File: config.mk
export PLATFORM = sky130hd
export DESIGN_NAME = xorshift128plus_generator
export DESIGN_NICKNAME = d
export VERILOG_FILES = /design/src/xr128p_pkg.sv /design/src/xorshift128plus_generator.sv /design/src/xr128p_core.sv /design/src/xr128p_divider.sv
export VERILOG_INCLUDE_DIRS = /design/src /design/src/src
export SDC_FILE = /design/constraint.sdc
export NUM_CORES = 1
export LEC_CHECK = 0
export BUFFER_PORTS_ARGS = -buffer_cell sky130_fd_sc_hd__buf_2
export CAP_MARGIN = 15
export CORE_MARGIN = 2
export CORE_UTILIZATION = 60
export DETAILED_ROUTE_END_ITERATION = 12
export MAX_ROUTING_LAYER = met4
export PLACE_DENSITY = 0.81
export SKIP_CTS_REPAIR_TIMING = 1
export SYNTH_ARGS = -nofsm -noshare
export SYNTH_HDL_FRONTEND = slang
export SYNTH_SLANG_ARGS = --single-unit
File: constraint.sdc
create_clock -name clk -period 9.43 [get_ports clk]
set_input_delay 0.943 -clock clk [delete_from_list [all_inputs] [get_ports clk]]
set_output_delay 0.943 -clock clk [all_outputs]
set_load 0.05 [all_outputs]
File: src/xorshift128plus_generator_macros.svh
// Assertion helpers shared by the generator RTL.
// Each clocks on clk and is off while rst_n is low.
`ifndef XORSHIFT128PLUS_GENERATOR_MACROS_SVH
`define XORSHIFT128PLUS_GENERATOR_MACROS_SVH

// Same-cycle implication.
`define XR_ASSERT_NOW(label, ante, cons, msg) \
  label: assert property (@(posedge clk) disable iff (!rst_n) (ante) |-> (cons)) \
    else $error(msg);

// Next-cycle implication.
`define XR_ASSERT_NEXT(label, ante, cons, msg) \
  label: assert property (@(posedge clk) disable iff (!rst_n) (ante) |=> (cons)) \
    else $error(msg);

`endif

File: src/xr128p_pkg.sv
`default_nettype none
package xr128p_pkg;

  localparam int unsigned WORD_W   = 64;
  localparam int unsigned INT_W    = 31;
  localparam int unsigned CFG_IDX_W = 2;

  localparam int unsigned SHIFT_A  = 23;
  localparam int unsigned SHIFT_B  = 17;
  localparam int unsigned SHIFT_C  = 26;
  localparam int unsigned COIN_BIT = 20;

  localparam logic [WORD_W-1:0] SEED_LOW_RESET  = 64'd1;
  localparam logic [WORD_W-1:0] SEED_HIGH_RESET = 64'd2;

  localparam logic [CFG_IDX_W-1:0] REG_SEED_LOW  = 2'd0;
  localparam logic [CFG_IDX_W-1:0] REG_SEED_HIGH = 2'd1;

  typedef enum logic [1:0] {
    ST_IDLE,
    ST_START,
    ST_RUN,
    ST_OUT
  } seq_state_t;

  typedef struct packed {
    logic                 we;
    logic [CFG_IDX_W-1:0] index;
    logic [WORD_W-1:0]    data;
  } cfg_wr_t;

  typedef struct packed {
    logic busy;
    logic done;
  } div_stat_t;

endpackage
`default_nettype wire

File: src/xorshift128plus_generator.sv
`default_nettype none
`include "xorshift128plus_generator_macros.svh"
// Per beat: the state words advance on the accepted beat, the divider is
//   launched, runs 31 remainder steps and pulses done, then the output register loads once free.
// A new beat is taken only in idle, after the last one is loaded; the 31-step
//   restoring remainder unit sets the pace. A finished beat waits in the output
//   register while the next one runs. Reset: state words load seeds 1 and 2.
module xorshift128plus_generator (
  input  wire         clk,
  input  wire         rst_n,
  // request channel
  input  wire         in_valid,
  output logic        in_stall,
  input  wire  [30:0] in_range_limit,
  // result channel
  output logic        out_valid,
  input  wire         out_stall,
  output logic [63:0] out_raw_value,
  output logic        out_coin,
  output logic [30:0] out_nonneg_int,
  output logic [30:0] out_bounded_int,
  output logic        out_limit_error,
  // seed register writes
  input  wire         cfg_valid,
  output logic        cfg_ready,
  input  wire  [1:0]  cfg_index,
  input  wire  [63:0] cfg_data
);
  import xr128p_pkg::*;

  seq_state_t state_r, state_nxt;

  logic [INT_W-1:0]  limit_r, limit_nxt;
  logic              in_take;
  logic              advance;
  logic              div_start;
  logic              out_load;
  logic [WORD_W-1:0] raw_value;
  logic [INT_W-1:0]  remainder;
  cfg_wr_t           cfg_wr;
  div_stat_t         dstat;

  // result register
  logic              out_valid_r, out_valid_nxt;
  logic [WORD_W-1:0] out_raw_r;
  logic              out_coin_r;
  logic [INT_W-1:0]  out_nonneg_r;
  logic [INT_W-1:0]  out_bounded_r;
  logic              out_err_r;

  // Seed writes are always taken; the user must let them arrive only while the block is idle (not enforced here).
  assign cfg_ready    = 1'b1;
  assign cfg_wr.we    = cfg_valid;
  assign cfg_wr.index = cfg_index;
  assign cfg_wr.data  = cfg_data;

  assign in_stall = (state_r != ST_IDLE);
  assign in_take  = in_valid && !in_stall;

  // Sequencer: advance the state on the accepted beat, launch the remainder
  // unit on the fresh draw, wait it out, then park the result in the output
  // register as soon as that register is free.
  always_comb begin
    state_nxt = state_r;
    limit_nxt = limit_r;
    advance   = 1'b0;
    div_start = 1'b0;
    out_load  = 1'b0;
    unique case (state_r)
      ST_IDLE: begin
        if (in_take) begin
          advance   = 1'b1;
          limit_nxt = in_range_limit;
          state_nxt = ST_START;
        end
      end
      ST_START: begin
        div_start = 1'b1;
        state_nxt = ST_RUN;
      end
      ST_RUN: begin
        if (dstat.done) begin
          state_nxt = ST_OUT;
        end
      end
      ST_OUT: begin
        if (!out_valid_r || !out_stall) begin
          out_load  = 1'b1;
          state_nxt = ST_IDLE;
        end
      end
      default: state_nxt = ST_IDLE;
    endcase
  end

  always_comb begin
    out_valid_nxt = out_valid_r;
    if (out_load) begin
      out_valid_nxt = 1'b1;
    end else if (out_valid_r && !out_stall) begin
      out_valid_nxt = 1'b0;
    end
  end

  always_ff @(posedge clk) begin
    if (!rst_n) begin
      state_r     <= ST_IDLE;
      out_valid_r <= 1'b0;
    end else begin
      state_r     <= state_nxt;
      out_valid_r <= out_valid_nxt;
    end
  end

  always_ff @(posedge clk) begin
    limit_r <= limit_nxt;
    if (out_load) begin
      out_raw_r     <= raw_value;
      out_coin_r    <= raw_value[COIN_BIT];
      out_nonneg_r  <= raw_value[INT_W-1:0];
      // zero limit: remainder forced to 0 and flagged
      out_bounded_r <= (limit_r == '0) ? '0 : remainder;
      out_err_r     <= (limit_r == '0);
    end
  end

  xr128p_core u_core (
    .clk       (clk),
    .rst_n     (rst_n),
    .cfg_wr    (cfg_wr),
    .advance   (advance),
    .raw_value (raw_value)
  );

  xr128p_divider u_div (
    .clk       (clk),
    .rst_n     (rst_n),
    .start     (div_start),
    .dividend  (raw_value[INT_W-1:0]),
    .divisor   (limit_r),
    .stat      (dstat),
    .remainder (remainder)
  );

  assign out_valid       = out_valid_r;
  assign out_raw_value   = out_raw_r;
  assign out_coin        = out_coin_r;
  assign out_nonneg_int  = out_nonneg_r;
  assign out_bounded_int = out_bounded_r;
  assign out_limit_error = out_err_r;

  `XR_ASSERT_NEXT(a_take_launch, in_take, state_r == ST_START && !dstat.busy,
    "accepted beat did not reach divider launch")
  `XR_ASSERT_NOW(a_done_in_run, dstat.done, state_r == ST_RUN,
    "remainder finished outside the run state")
  `XR_ASSERT_NOW(a_err_zero, out_valid_r && out_err_r, out_bounded_r == '0,
    "flagged beat carries a nonzero remainder")

endmodule
`default_nettype wire

File: src/xr128p_core.sv
`default_nettype none
module xr128p_core (
  input  wire                           clk,
  input  wire                           rst_n,
  input  wire xr128p_pkg::cfg_wr_t      cfg_wr,
  input  wire                           advance,
  output logic [xr128p_pkg::WORD_W-1:0] raw_value
);
  import xr128p_pkg::*;

  logic [WORD_W-1:0] word_first_r, word_first_nxt;
  logic [WORD_W-1:0] word_second_r, word_second_nxt;
  logic [WORD_W-1:0] raw_r, raw_nxt;
  logic [WORD_W-1:0] t1, t2, t3;

  // one xorshift128+ step
  always_comb begin
    t1 = word_first_r ^ (word_first_r << SHIFT_A);
    t2 = t1 ^ (t1 >> SHIFT_B);
    t3 = t2 ^ word_second_r ^ (word_second_r >> SHIFT_C);
  end

  always_comb begin
    word_first_nxt  = word_first_r;
    word_second_nxt = word_second_r;
    raw_nxt         = raw_r;
    if (cfg_wr.we) begin
      unique case (cfg_wr.index)
        REG_SEED_LOW:  word_first_nxt  = cfg_wr.data;
        REG_SEED_HIGH: word_second_nxt = cfg_wr.data;
        default: ;
      endcase
    end else if (advance) begin
      word_first_nxt  = word_second_r;
      word_second_nxt = t3;
      raw_nxt         = t3 + word_second_r;
    end
  end

  always_ff @(posedge clk) begin
    if (!rst_n) begin
      word_first_r  <= SEED_LOW_RESET;
      word_second_r <= SEED_HIGH_RESET;
    end else begin
      word_first_r  <= word_first_nxt;
      word_second_r <= word_second_nxt;
    end
  end

  always_ff @(posedge clk) begin
    raw_r <= raw_nxt;
  end

  assign raw_value = raw_r;

endmodule
`default_nettype wire

File: src/xr128p_divider.sv
`default_nettype none
`include "xorshift128plus_generator_macros.svh"
module xr128p_divider (
  input  wire                          clk,
  input  wire                          rst_n,
  input  wire                          start,
  input  wire [xr128p_pkg::INT_W-1:0]  dividend,
  input  wire [xr128p_pkg::INT_W-1:0]  divisor,
  output xr128p_pkg::div_stat_t        stat,
  output logic [xr128p_pkg::INT_W-1:0] remainder
);
  import xr128p_pkg::*;

  localparam int unsigned CNT_W = $clog2(INT_W + 1);
  localparam logic [CNT_W-1:0] STEPS = CNT_W'(INT_W);

  logic             busy_r, busy_nxt;
  logic             done_r, done_nxt;
  logic [CNT_W-1:0] cnt_r, cnt_nxt;
  logic [INT_W-1:0] dvd_r, dvd_nxt;
  logic [INT_W-1:0] dsr_r, dsr_nxt;
  logic [INT_W:0]   rem_r, rem_nxt;
  logic [INT_W:0]   rem_sh;
  logic [INT_W+1:0] diff;

  // restoring step: shift in next dividend bit, subtract if it fits
  always_comb begin
    rem_sh = {rem_r[INT_W-1:0], dvd_r[INT_W-1]};
    diff   = {1'b0, rem_sh} - {2'b00, dsr_r};
  end

  always_comb begin
    busy_nxt = busy_r;
    done_nxt = 1'b0;
    cnt_nxt  = cnt_r;
    dvd_nxt  = dvd_r;
    dsr_nxt  = dsr_r;
    rem_nxt  = rem_r;
    if (start) begin
      busy_nxt = 1'b1;
      cnt_nxt  = STEPS;
      dvd_nxt  = dividend;
      dsr_nxt  = divisor;
      rem_nxt  = '0;
    end else if (busy_r) begin
      dvd_nxt = {dvd_r[INT_W-2:0], 1'b0};
      rem_nxt = diff[INT_W+1] ? rem_sh : diff[INT_W:0];
      cnt_nxt = cnt_r - 1'b1;
      if (cnt_r == CNT_W'(1)) begin
        busy_nxt = 1'b0;
        done_nxt = 1'b1;
      end
    end
  end

  always_ff @(posedge clk) begin
    if (!rst_n) begin
      busy_r <= 1'b0;
      done_r <= 1'b0;
      cnt_r  <= '0;
    end else begin
      busy_r <= busy_nxt;
      done_r <= done_nxt;
      cnt_r  <= cnt_nxt;
    end
  end

  always_ff @(posedge clk) begin
    dvd_r <= dvd_nxt;
    dsr_r <= dsr_nxt;
    rem_r <= rem_nxt;
  end

  assign stat.busy = busy_r;
  assign stat.done = done_r;
  assign remainder = rem_r[INT_W-1:0];

  `XR_ASSERT_NOW(a_no_restart, start, !busy_r, "divider restarted while busy")
  `XR_ASSERT_NEXT(a_last_step, busy_r && !start && cnt_r == CNT_W'(1), done_r && !busy_r,
    "divider missed its last step")
  `XR_ASSERT_NEXT(a_done_pulse, done_r, !done_r, "divider done held longer than a cycle")

endmodule
`default_nettype wire
==> results.md <==
* Pwr Density at 353 nW/um^2
* Crit share post-route at 0.502
* Post-synthesis register bit count at 422
* CTS buffer count at 44
* Tot Pwr at 9.24 mW
* Syn_nets at 2402
* CTS tree: done
* RSZ-0062 raised after global routing: false
* Final setup vio count at 0
* Hold slack at 418 ps
* Starting DRT DRC Count at 1647
* Largest net degree at the start of global routing at 107
* Asr flop ratio synth at 0
* Global Route Usage Sum at 0.330
* Commonest non-fill, non-tap cells in the layout: 253 x edfxtp_1, 229 x buf_2, 202 x xnor2_1
* CP Capture Type: register
* I/O Pins at 233
* Leak at 11.2 nW
* HPWL after DPL at 48.3 mm
* Hold WC Path Type: register to register
* Ys Warns at 0
* Top post-synthesis cells by area: edfxtp_1 33%, dfxtp_1 15%, xnor2_1 7.6%
* Grt total ovfl at 0
* Layout Nets at 2556
* Met2 usage at 0.504
* CTS H-tree depth at 2
* Cells after synthesis at 2190
* Starting Density at 0.605
* Psw at 3.89 mW
* Reg power frac at 0.327
* Clk sinks at 422
* Core area at 38500 sq um
* Via count at 17700
* DIE AREA at 40400 sq um
* Die Height at 201 microns
* Maxcap violations at 0
* Share of power burned in combinational logic at 0.475
* P_int at 5.35 mW
* I/O Buffers at 231
* Post-route ant nets at 0
* Clk root buf: clkbuf_16
* Residual DRC at 0
* DRT Wirelength at 65.7 mm
* Worst Path Arrival at 5050 ps
* Setup tns final at 0 ps
* Met1 Resource Use GR at 0.450
* Worst path required time at 9750 ps
* Vias per cell at 6.09
* Slowest cell on crit path: xnor2_1
* Vias in the first global route at 16700
* Fillers at 2941
* Placed Cells at 2815
* Switch share at 0.421
* CP most frequent cell: xnor2_1
* Drt first pass iters at 6
* Number of synthesized flops with an enable pin at 253
* Row count at 72
* Commonest non-fill, non-tap cell in the layout: edfxtp_1
* Netlist cell types at 73
* Clk_skew at 21.1 ps
* Post-synthesis sequential area ratio at 0.472
* CP max FO at 8
* Routed len/inst at 22.6 microns
* Kind of critical path: register to register
* Final Wtd Congestion at 1.00
* Max-slew headroom at 0.260
* Fmax at 211 MHz
* Area of the multi-input gates at 11400 sq um
* Grt peak-use layer: met2
* Share of the synthesized area in the top cell type at 0.326
* Clk_lat worst skew at 590 ps
* Initial antenna violation count at 3
* Outcome: finished clean
* Cell Count, Final, Fillers Out at 2900
* Slew Limit Fails at 0
* Clock share of power at 0.197
* Synthesized area at 23300 sq um
* Post-synth top flop: edfxtp_1
* Cell Chain, Critical Path: xnor2_1, xnor2_1, xnor2_1, ha_1, a21o_1, a31o_2, a221oi_1, o22ai_1, a21oi_1, o221ai_1, a221oi_2, a211oi_1, a311oi_1, xnor2_1
* Post-synth top area cell: edfxtp_1
* Share of cells above drive strength 1 at 0.158
* Layout area overhead at 12.3%
* CP max stage delay at 550 ps
* Placed inst area at 24600 sq um
* Worst Max-Slew Pin Slew at 1110 ps
* Clk pin slew, worst setup/hold paths at 60 ps
* CTS Buffer Depth at 3
* Critical Path Source Type: register
* Design area at 26100 sq um
* FF/Latch Area at 11000 sq um
* Met3 Usage GRT at 0.0419
* Final-report hold violation count at 0
* Post-Syn Area per Cell at 10.6 sq um
* Peak supply drop at 0.000262 V
* Die X at 201 microns
* Tmin final at 4740 ps
* Global-route wire length before repair at 98.8 mm
[sequential cells by signal (all words and copies together) (netlist names), 2 cells and up]
signal                count
u_div.dsr_r              31
u_div.rem_r              31
u_core.word_second_r     64
u_div.dvd_r              31
u_div.cnt_r               5
out_raw_value            64
u_core.raw_value         64
state_r                   2
limit_r                  31
u_core.word_first_r      64
out_bounded_int          31
[metrics by stage]
| stage | util | worst slack, ps |
|---|---|---|
| global route | 0.680 | 4550 |
| floorplan | - | 830 |
| CTS | 0.679 | 4800 |
| global placement | 0.640 | 4870 |
| detailed placement | 0.640 | 4810 |
| finish | 0.680 | 4690 |
[power groups by stage]
stage / combinational (mW) / sequential (mW) / clock, mW
2_1_floorplan: 3.11 / 3.01 / 0
3_3_place_gp: 4.22 / 3.03 / 0
3_5_place_dp: 4.28 / 3.04 / 0
4_1_cts: 4.32 / 3.02 / 1.85
5_1_grt: 4.75 / 3.06 / 1.92
6_report: 4.39 / 3.02 / 1.82
[kinds of logic after synthesis]
logic type	after synthesis	share of synthesized area
other cells	1	0.000161
buf+inv	226	0.0419
flops	422	0.472
mux	103	0.0459
simple gates	523	0.109
fa+ha+maj	110	0.0598
compound gates	528	0.166
xor+xnor	277	0.105
[cell type report]
type | instances | share of cell area
Antenna cell | 2 | 0.000191
Clock buffer | 56 | 0.0450
Clock inverter | 26 | 0.0127
Inverter | 90 | 0.0129
Multi-Input combinational cell | 1542 | 0.435
Sequential cell | 422 | 0.420
Tap cell | 518 | 0.0248
Timing Repair Buffer | 244 | 0.0491
[synthesized netlist by cell type (all sizes together), types with 45 or more instances]
cell type	number
edfxtp	253
xnor2	204
nand2	184
dfxtp	169
ha	108
nor2	97
a21oi	95
clkbuf	92
o211a	91
inv	90
o21ai	74
xor2	73
mux2i	72
nand2b	55
o211ai	55
nor2b	45
[worst paths after layout]
kind | start | end | slack [ps] | depth (start not counted)
worst max-delay path | u_core.word_first_r[23]$_SDFFE_PN0P_ | u_core.raw_value[61]$_DFFE_PP_ | 4690 | 14
worst min-delay path | u_core.raw_value[35]$_DFFE_PP_ | out_raw_value[35]$_DFFE_PP_ | 420 | 0
worst max register to register | u_core.word_first_r[23]$_SDFFE_PN0P_ | u_core.raw_value[61]$_DFFE_PP_ | 4690 | 14
worst min register to register | u_core.raw_value[35]$_DFFE_PP_ | out_raw_value[35]$_DFFE_PP_ | 420 | 0
[per-layer routing]
metal  share of wire  wire length (microns)  vias to the layer above
li1                -                      -                     8224
met1            0.43                  28000                     8473
met2            0.46                  30000                      820
met3           0.076                   5000                      136
met4           0.041                   2690                        0
met5               0                      0                        -
[critical path, delay by kind of cell, from the launching register on]
kind	cells	cell delay, ps
AO/OA/AOI/OAI	9	2490
XOR/XNOR	4	1210
adder cells (fa/ha/maj)	1	410
flip-flops	1	340
Note: power is estimated with default switching activity, not from simulation.
